<file path="src/hdl/pti_pkg.sv">
// Shared types and constants for the piece table insert block.
// Holds entry layout, status codes and controller/datapath command structs.
// No dependencies.
`default_nettype none

package pti_pkg;

  // Default table depth
  localparam int MAX_PIECES_DEF = 256;

  // Field widths
  localparam int POS_W  = 32;
  localparam int OFF_W  = 32;
  localparam int LEN_W  = 32;
  localparam int IDX_W  = 8;
  localparam int CNT_W  = 9;
  localparam int STAT_W = 2;

  // Stream widths (fields packed, padded to whole bytes)
  localparam int IN_DATA_W  = 112;
  localparam int OUT_DATA_W = 80;

  // Item kinds
  localparam logic MODE_INSERT = 1'b0;
  localparam logic MODE_READ   = 1'b1;

  // Result status codes
  typedef enum logic [STAT_W-1:0] {
    ST_OK        = 2'd0,
    ST_FULL      = 2'd1,
    ST_BAD_INDEX = 2'd2
  } pti_status_t;

  // One table entry as stored in the RAM
  typedef struct packed {
    logic             src;
    logic [OFF_W-1:0] off;
    logic [LEN_W-1:0] len;
  } pti_entry_t;

  // RAM read address select
  typedef enum logic [1:0] {
    RS_INDEX,
    RS_ZERO,
    RS_WALK,
    RS_SHIFT
  } pti_rsel_t;

  // Controller to datapath commands
  typedef struct packed {
    logic      load_in;
    pti_rsel_t rsel;
    logic      walk_init;
    logic      walk_step;
    logic      plan;
    logic      shift_step;
    logic      write_step;
    logic      append;
    logic      set_read_res;
    logic      push;
  } pti_cmd_t;

  // Datapath to controller status
  typedef struct packed {
    logic walk_end;
    logic walk_hit;
    logic full;
    logic shift_done;
    logic write_last;
    logic out_full;
  } pti_st_t;

endpackage

`default_nettype wire

</file>
<file path="src/hdl/pti_ctrl.sv">
// Control state machine for the piece table insert block.
// Sequences read, walk, split, shift and write steps; depends on pti_pkg.
`default_nettype none

module pti_ctrl (
  input  logic              clk,
  input  logic              rst_n,
  input  logic              in_tvalid,
  input  logic              in_mode,
  output logic              in_tready,
  output pti_pkg::pti_cmd_t cmd,
  input  pti_pkg::pti_st_t  st
);
  import pti_pkg::*;

  typedef enum logic [3:0] {
    S_IDLE,
    S_RD_ADDR,
    S_RD_DATA,
    S_WALK_START,
    S_WALK,
    S_PLAN,
    S_SHIFT,
    S_WRITE,
    S_APPEND,
    S_DONE
  } state_t;

  state_t state_r, state_nxt;

  // state register
  always_ff @(posedge clk) begin
    if (!rst_n) begin
      state_r <= S_IDLE;
    end else begin
      state_r <= state_nxt;
    end
  end

  // next state and commands
  always_comb begin
    state_nxt = state_r;
    cmd       = '0;
    cmd.rsel  = RS_ZERO;
    in_tready = 1'b0;
    case (state_r)
      S_IDLE: begin
        in_tready   = 1'b1;
        cmd.load_in = in_tvalid;
        if (in_tvalid) begin
          state_nxt = (in_mode == MODE_READ) ? S_RD_ADDR : S_WALK_START;
        end
      end
      S_RD_ADDR: begin
        cmd.rsel  = RS_INDEX;
        state_nxt = S_RD_DATA;
      end
      S_RD_DATA: begin
        cmd.set_read_res = 1'b1;
        state_nxt        = S_DONE;
      end
      S_WALK_START: begin
        cmd.rsel      = RS_ZERO;
        cmd.walk_init = 1'b1;
        state_nxt     = S_WALK;
      end
      S_WALK: begin
        cmd.rsel = RS_WALK;
        if (st.walk_end) begin
          state_nxt = S_APPEND;
        end else begin
          cmd.walk_step = 1'b1;
          if (st.walk_hit) begin
            state_nxt = S_PLAN;
          end
        end
      end
      S_PLAN: begin
        cmd.plan  = 1'b1;
        state_nxt = st.full ? S_DONE : S_SHIFT;
      end
      S_SHIFT: begin
        cmd.rsel       = RS_SHIFT;
        cmd.shift_step = 1'b1;
        if (st.shift_done) begin
          state_nxt = S_WRITE;
        end
      end
      S_WRITE: begin
        cmd.write_step = 1'b1;
        if (st.write_last) begin
          state_nxt = S_DONE;
        end
      end
      S_APPEND: begin
        cmd.append = 1'b1;
        state_nxt  = S_DONE;
      end
      S_DONE: begin
        if (!st.out_full) begin
          cmd.push  = 1'b1;
          state_nxt = S_IDLE;
        end
      end
      default: begin
        state_nxt = S_IDLE;
      end
    endcase
  end

endmodule

`default_nettype wire

</file>
<file path="config.mk">
export PLATFORM = sky130hd
export DESIGN_NAME = pti_ctrl
export DESIGN_NICKNAME = d
export VERILOG_FILES = /design/src/hdl/pti_pkg.sv /design/src/hdl/pti_ctrl.sv
export SDC_FILE = /design/constraint.sdc
export NUM_CORES = 1
export LEC_CHECK = 0
export BUFFER_PORTS_ARGS = -buffer_cell sky130_fd_sc_hd__buf_2
export CELL_PAD_IN_SITES_DETAIL_PLACEMENT = 0
export CELL_PAD_IN_SITES_GLOBAL_PLACEMENT = 1
export CORE_MARGIN = 2
export CORE_UTILIZATION = 27
export DETAILED_ROUTE_END_ITERATION = 10
export GPL_ROUTABILITY_DRIVEN = 0
export MAX_ROUTING_LAYER = met4
export PLACE_DENSITY = 0.69
export SYNTH_ARGS = -nofsm -noshare
export SYNTH_HDL_FRONTEND = slang
export SYNTH_SLANG_ARGS = --single-unit
</file>
<file path="constraint.sdc">
create_clock -name clk -period 1.5 [get_ports clk]
set_input_delay 0.225 -clock clk [delete_from_list [all_inputs] [get_ports clk]]
set_output_delay 0.225 -clock clk [all_outputs]
set_load 0.05 [all_outputs]
</file>
==> results.cfg, run 1 <==
[final_layout]
largest_reg_flops = 4
reg_top3 = state_r x4
final_area_sq_um = 975
fillers = 167
regMostFlops = state_r
final_common_cell = buf_4
antennaDiodeCount = 0
drive_above_1_share_pct = 59.0
stdcell_count = 130
layout_common_cells = buf_4, buf_2, buf_6, nor2_1, o21ai_0
area_growth_syn_to_layout_pct = 97.2
nNetsFinal = 117

[sta]
maxSlewViolCount = 0
max_slew.worst_pin.slew_ns = 0.329
max_freq_mhz = 625
whs_ns = 0.263
setup_viol = 4
finalHoldViolations = 0
rsz0062_at_grt = true
post-route-min-period_ns = 1.60
finClkSkew_ns = 0.0103
slew_headroom_pct = 77.9
period_share_pct = 107
worst_slack_ns = -0.101

[synthesis]
netlist_area_sq_um = 494
synth_edf_count = 0
synth.net_count = 81
avgSynthCellArea_sq_um = 6.96
synth_seq_cells = 4
ys_dominant_reg_cell = dfxtp_1
yosysSeqAreaShare_pct = 16.2
synth_cell_types = 31
async_flop_share_pct = 0
yosysWarningCount = 0
synthCells = 71

[min_path]
hold_end = state_r[3]
min_from = st[0]
holdPathStages = 3
worstHoldPathType = input pin to flip-flop

[global_route]
grt_remaining_overflow = 0
met2_usage_pct = 27.7
grtUsageMet1_pct = 23.0
met3_usage_pct = 5.77
grt_max_degree = 15
grt_usage_pct = 17.6
antenna_found_initial = 0
grt_pass1_vias = 599
top_usage_layer = met2
grt_pass1_wl_um = 2700

[floorplan]
fp.dieW_um = 46.8
core_area_sq_um = 1730
die_h_um = 46.8
std_cell_rows = 15
initial_core_util_pct = 28.6
pin_count = 22
dieArea_sq_um = 2190

[route]
vias = 648
final_antenna_net_count = 0
route.detailed.drc = 0
viasPerCell = 4.98
first_pass_iters = 4
post_drt_wl_per_cell_um = 12.1
drt_iter0_markers = 5
wl_um = 1570

[setup_path]
worstPathMaxFanout = 4
path_class = flip-flop to primary output
reg2reg_slack_ns = 0.05
cp.arrival_ns = 1.38
timing.rr.end = state_r[0]
endpoint_kind = primary output
cp.required_ns = 1.27
worstRegToRegCells = 4
worstSetupStartpointType = flip-flop
r2r_start = state_r[0]

[clocking]
clk_path_buf_depth = 2
clk_latency_ns = 0.24
cts_tree = done
numCtsBuffers = 3
root_buffer = clkbuf_4
clk_pin_slew_ns = 0.05
htree_levels = 1
cts_hold_buffers = 0
cts.sinks = 4

[run_status]
violations = negative setup slack
status = finished with violations

[power_and_ir_drop]
leakage_nw = 0.417
power.density_nw_per_um2 = 1800
ir_worst_vdd_v = 0.000838

[job]
cap_violations = 0

[placed_design]
io_buffers = 21
dp_hpwl_um = 1150
dp_cells = 124
place_area_sq_um = 753
## what timing repair did
item | 4_1_cts | 5_1_grt
gates resized for setup | 38 | 9
pin swaps | 3 | 4
endpoints found under the setup margin | 14 | 12
buffers inserted | 3 | 0
## power by group
part,switching [mW],internal [mW]
clock network,0.0515,0.0900
registers,0.0444,0.153
logic,0.778,0.640
## worst max path at each step
stage                       to       start  cells after the start  slack (ns)
floorplan              cmd[10]  state_r[1]                      4       -0.30
global placement    state_r[1]  state_r[2]                      6       0.006
detailed placement  state_r[2]  state_r[2]                      6      -0.004
CTS                     cmd[6]  state_r[1]                      3       -0.11
global route            cmd[6]  state_r[0]                      4       -0.15
finish                  cmd[6]  state_r[0]                      4       -0.10
## cell type report
type                            count  area (sq um)  share of cell area [%]
Clock buffer                        3          22.5                    2.31
Tap cell                           25          31.3                    3.21
Timing Repair Buffer               37           333                    34.1
Multi-Input combinational cell     59           489                    50.2
Inverter                            2          11.3                    1.16
Sequential cell                     4          87.6                    8.99
## per-layer routing
metal	wire length [um]	up-vias
met4	0	0
met2	815	19
met3	67	0
li1	-	328
met5	0	-
met1	686	301
## kinds of logic after synthesis
group | Yosys count | synth area share [%]
AND/OR/NAND/NOR | 38 | 45.8
AO/OA/AOI/OAI | 19 | 25.6
buffers and inverters | 8 | 8.35
multiplexers | 2 | 4.05
flip-flops | 4 | 16.2
## critical path: stages, from the launching register on
cell	delay, ns
dfxtp_2	0.32
nand2b_4	0.13
or4_4	0.45
clkinvlp_4	0.10
buf_8	0.14
## synthesized netlist by cell type, types with 2 or more instances
library cell | instances | area [sq um]
o21ai_0 | 7 | 35.0
a21oi_1 | 3 | 15.0
nand2_1 | 4 | 15.0
nand2b_1 | 7 | 43.8
mux2i_1 | 2 | 20.0
nor2b_1 | 2 | 12.5
clkbuf_1 | 4 | 15.0
nor2_1 | 8 | 30.0
o31ai_1 | 2 | 15.0
nor3_1 | 7 | 35.0
inv_1 | 2 | 7.51
dfxtp_1 | 4 | 80.1
## through the flow
stage | util, % | setup slack (ns) | total power, mW | setup TNS [ns]
6_report | 56.4 | -0.101 | 1.76 | -0.248
5_1_grt | 56.4 | -0.151 | 1.87 | -0.545
2_1_floorplan | - | -0.295 | 1.04 | -0.647
4_1_cts | 54.3 | -0.107 | 1.72 | -0.257
3_5_place_dp | 43.6 | -0.00392 | 1.29 | -0.00782
3_3_place_gp | 43.6 | 0.00606 | 1.28 | 0
Note: power is estimated with default switching activity, not from simulation.
==> run 2, diff against run 1 <==
- SKIP_CTS_REPAIR_TIMING: default -> 1
==> run 2 against run 1 <==
The flow still finishes with violations (negative setup slack); global-route usage is 1.4 points lower; final area is 0.26% lower; register-to-register slack is essentially flat; non-clock buffer count grew 1; hold slack worse by 0.0029 ns.
==> results.cfg, run 2 (same netlist as run 1, synthesis figures left out) <==
[floorplan]
die_h_um = 46.8
core_area_sq_um = 1730
pin_count = 22
fp.dieW_um = 46.8
initial_core_util_pct = 28.6
std_cell_rows = 15
dieArea_sq_um = 2190

[sta]
max_freq_mhz = 623
slew_headroom_pct = 81.1
period_share_pct = 107
setup_viol = 4
maxSlewViolCount = 0
post-route-min-period_ns = 1.61
whs_ns = 0.260
max_slew.worst_pin.slew_ns = 0.279
rsz0062_at_grt = true
worst_slack_ns = -0.106
finalHoldViolations = 0
tns_ns = -0.274
finClkSkew_ns = 0.0104

[clocking]
numCtsBuffers = 3
clk_pin_slew_ns = 0.05
cts_tree = done
clk_latency_ns = 0.24
htree_levels = 1
root_buffer = clkbuf_4
clk_path_buf_depth = 2
cts.sinks = 4

[setup_path]
worstPathMaxFanout = 5
worstSetupStartpointType = flip-flop
endpoint_kind = primary output
cp.arrival_ns = 1.38
cp.required_ns = 1.27
path_class = flip-flop to primary output

[final_layout]
regMostFlops = state_r
drive_above_1_share_pct = 60.4
final_area_sq_um = 972
final_util_pct = 56.3
area_growth_syn_to_layout_pct = 96.7
stdcell_count = 131
reg_top3 = state_r x4
nNetsFinal = 118
layout_common_cells = buf_4, buf_2, buf_6, nor2_1, o21ai_0
final_common_cell = buf_4
fillers = 170
largest_reg_flops = 4
antennaDiodeCount = 0

[run_status]
violations = negative setup slack
status = finished with violations

[power_and_ir_drop]
swShare_pct = 50.2
power.density_nw_per_um2 = 1800
internal_power_uw = 873
p_clk_share_pct = 8.1
power_mw = 1.75
seqPwrFrac_pct = 11.3
ir_worst_vdd_v = 0.000870
power_frac_comb_pct = 80.6
p_switching_uw = 881
leakage_nw = 0.406

[global_route]
met3_usage_pct = 5.77
antenna_found_initial = 0
top_usage_layer = met2
met2_usage_pct = 24.7
grt_pass1_vias = 552
grt_remaining_overflow = 0
grt_max_degree = 15
grtUsageMet1_pct = 21.5
grt_pass1_wl_um = 2480
grt_usage_pct = 16.2

[placed_design]
place_area_sq_um = 753
dp_hpwl_um = 1150
dp_cells = 124
preCtsSetupSlack_ns = -0.00392
io_buffers = 21

[route]
wl_um = 1610
viasPerCell = 4.91
vias = 643
post_drt_wl_per_cell_um = 12.3
route.detailed.drc = 0
drt_iter0_markers = 2
final_antenna_net_count = 0
first_pass_iters = 4

[job]
cap_violations = 0

[min_path]
worstHoldPathType = input pin to flip-flop
[run 2: cell types whose count changed in the layout (fill, tap and decap cells not counted)]
cell	change
buf_4	+4
buf_6	-3
a211o_2	+1
a211o_4	-1
nand2_2	+1
nand2_4	-1
o31ai_1	-1
o31ai_4	+1
[run 2: path summary, 6_finish.rpt]
check	cells past startpoint	end	slack (ns)	start
max	3	cmd[6]	-0.11	state_r[1]
min	3	state_r[3]	0.26	st[0]
min reg2reg	3	state_r[2]	0.66	state_r[2]
max reg2reg	3	state_r[0]	0.04	state_r[1]
[run 2: power groups by stage]
stage                     registers, mW  clock network, mW  logic (mW)
after floorplan                   0.174                  0       0.868
after global placement            0.184                  0        1.10
after detailed placement          0.184                  0        1.10
after CTS                         0.182              0.147        1.11
after global routing              0.205              0.161        1.51
final                             0.198              0.141        1.41
[run 2: area by class of cell]
class                           count  area, sq um  share of cell area (%)
Multi-Input combinational cell     59          490                    50.5
Sequential cell                     4         87.6                    9.01
Timing Repair Buffer               38          329                    33.8
Clock buffer                        3         22.5                    2.32
Tap cell                           25         31.3                    3.22
Inverter                            2         11.3                    1.16
[run 2: routing by layer]
layer / routed length, um / vias to the layer above
li1: - / 329
met2: 858 / 17
met3: 66 / 0
met1: 684 / 297
met4: 0 / 0
met5: 0 / -
[run 2: worst max-delay path: stages, from the launching register on]
cell	delay [ns]
dfxtp_2	0.33
or4_4	0.57
clkinvlp_4	0.10
buf_8	0.14
==> run 3, diff against run 2 <==
- ABC_AREA: default -> 1
- CORE_UTILIZATION: 27 -> 24
- GPL_ROUTABILITY_DRIVEN: 0 -> default
- PLACE_DENSITY: 0.69 -> 0.67
==> run 3 against run 2 <==
The run now ends clean; sequential power increased by 12%; clock skew decreased by 0.0098 ns; total power decreased by 24%; final area decreased by 21%; final cell count increased by 3.8%; die area increased by 2.3%; hold slack improved by 0.0031 ns; clock power decreased by 4%; clock-buffer cell count unchanged; synthesized cell count increased by 15%; non-clock buffer count decreased by 12; critical path type unchanged; critical endpoint is now cmd[8].
==> results.cfg, run 3 <==
[sta]
post-route-min-period_ns = 1.50
finClkSkew_ns = 0.000620
setup_viol = 0
rsz0062_at_grt = true
whs_ns = 0.264
tns_ns = 0
period_share_pct = 99.7
worst_slack_ns = 0.00387
max_freq_mhz = 668
slew_headroom_pct = 82.2
finalHoldViolations = 0
maxSlewViolCount = 0
max_slew.worst_pin.slew_ns = 0.266

[route]
drt_iter0_markers = 9
viasPerCell = 4.32
route.detailed.drc = 0
vias = 588
final_antenna_net_count = 0
wl_um = 1390
first_pass_iters = 4
post_drt_wl_per_cell_um = 10.2

[global_route]
grtUsageMet1_pct = 16.1
antenna_found_initial = 0
grt_pass1_wl_um = 1990
grt_remaining_overflow = 0
met2_usage_pct = 22.2
grt_max_degree = 10
met3_usage_pct = 4.62
grt_pass1_vias = 497
top_usage_layer = met2
grt_usage_pct = 13.4

[synthesis]
avgSynthCellArea_sq_um = 5.49
yosysTopAreaCell = dfxtp_1
synth_seq_cells = 4
yosysWarningCount = 0
yosysMostFrequentCell = nand2_1
ys_dominant_reg_cell = dfxtp_1
synth_cell_types = 17
yosysSeqAreaShare_pct = 17.8
synth_commonest_cells = nand2_1, inv_1, nor2_1
async_flop_share_pct = 0
synth.area.top_cells = dfxtp_1, nand2_1, inv_1
synth_edf_count = 0
synthCells = 82
netlist_area_sq_um = 450
synth.net_count = 92
synth_top_cell_area_share_pct = 17.8

[clocking]
cts.sinks = 4
root_buffer = clkbuf_4
clk_path_buf_depth = 2
numCtsBuffers = 3
htree_levels = 1
cts_tree = done
clk_latency_ns = 0.24
clk_pin_slew_ns = 0.04

[floorplan]
initial_core_util_pct = 25.8
std_cell_rows = 15
die_h_um = 47.3
pin_count = 22
fp.dieW_um = 47.3
core_area_sq_um = 1750
dieArea_sq_um = 2240

[final_layout]
final_area_sq_um = 768
fillers = 202
largest_reg_flops = 4
nNetsFinal = 123
drive_above_1_share_pct = 50.5
layout_common_cells = nand2_1, inv_1, buf_2, nand3_1, buf_4
regMostFlops = state_r
final_common_cell = nand2_1
reg_top3 = state_r x4
antennaDiodeCount = 0
area_growth_syn_to_layout_pct = 70.6

[job]
cap_violations = 0

[setup_path]
crit_family = flip-flops
path_common_cell = buf_6
crit_chain = inv_4 > nor2_4 > buf_6 > a22oi_2 > buf_6
path_class = flip-flop to primary output
cp.arrival_ns = 1.27
endpoint_kind = primary output
crit_slowest_cell = dfxtp_4
cp_num_buf_inv = 3
worstPathMaxFanout = 8
worstSetupStartpointType = flip-flop
cpPeakStageDelay_ns = 0.39
cp.required_ns = 1.27

[placed_design]
place_area_sq_um = 618
globalplace.congestion = 0.771
io_buffers = 21
dp_hpwl_um = 1140
preCtsSetupSlack_ns = 0.0395

[run_status]
status = finished clean

[power_and_ir_drop]
ir_worst_vdd_v = 0.000663
power.density_nw_per_um2 = 1730
power_mw = 1.33
leakage_nw = 0.437

[min_path]
worstHoldPathType = input pin to flip-flop
run 3: final cells by class:
type | count | area, sq um | share of cell area [%]
repair buffers | 26 | 200 | 26.1
flip-flops and latches | 4 | 87.6 | 11.4
clock buffers | 3 | 22.5 | 2.93
inverters | 21 | 81.3 | 10.6
multi-input cells | 57 | 345 | 45.0
well taps | 25 | 31.3 | 4.07
run 3: kinds of logic (layout without fill, tap and decap cells):
family | count (synthesis) | count (layout) | share of synthesized area [%]
compound gates | 7 | 7 | 9.44
simple gates | 50 | 50 | 55.3
flops | 4 | 4 | 17.8
buf+inv | 21 | 50 | 17.5
run 3: worst reg2reg max path, stage by stage (launching register included):
cell and delay, ns:
dfxtp_4 0.39, inv_4 0.04, nor2_4 0.24, nand3_4 0.12
buf_4 0.15, nor2_2 0.08, nor2_2 0.07, nand2_2 0.06
nand2_1 0.05, a21oi_1 0.11
run 3: worst paths after layout:
check,from,end,slack [ns],cells after the start
worst max-delay path,state_r[2],cmd[8],0.004,5
worst min-delay path,rst_n,state_r[1],0.26,3
worst max register to register,state_r[2],state_r[2],0.11,9
worst min register to register,state_r[1],state_r[1],0.51,2
run 3: power breakdown:
| group | switching, mW | total, mW | internal [mW] | leakage (nW) |
|---|---|---|---|---|
| Sequential | 0.0720 | 0.221 | 0.149 | 0.0347 |
| Combinational | 0.657 | 0.969 | 0.312 | 0.389 |
| Clock | 0.0464 | 0.136 | 0.0897 | 0.0138 |
| Total | 0.775 | 1.33 | 0.550 | 0.437 |
run 3: metal layers:
| layer | part of all wire, % | up-vias |
|---|---|---|
| met5 | 0 | - |
| met4 | 0 | 0 |
| met3 | 3.7 | 0 |
| met2 | 48 | 17 |
| met1 | 48 | 259 |
| li1 | - | 312 |
run 3: through the flow:
stage,cells,utilization (%)
2_1_floorplan,82,-
3_3_place_gp,129,35.4
3_5_place_dp,129,35.4
4_1_cts,132,36.7
5_1_grt,136,44.0
6_report,136,44.0
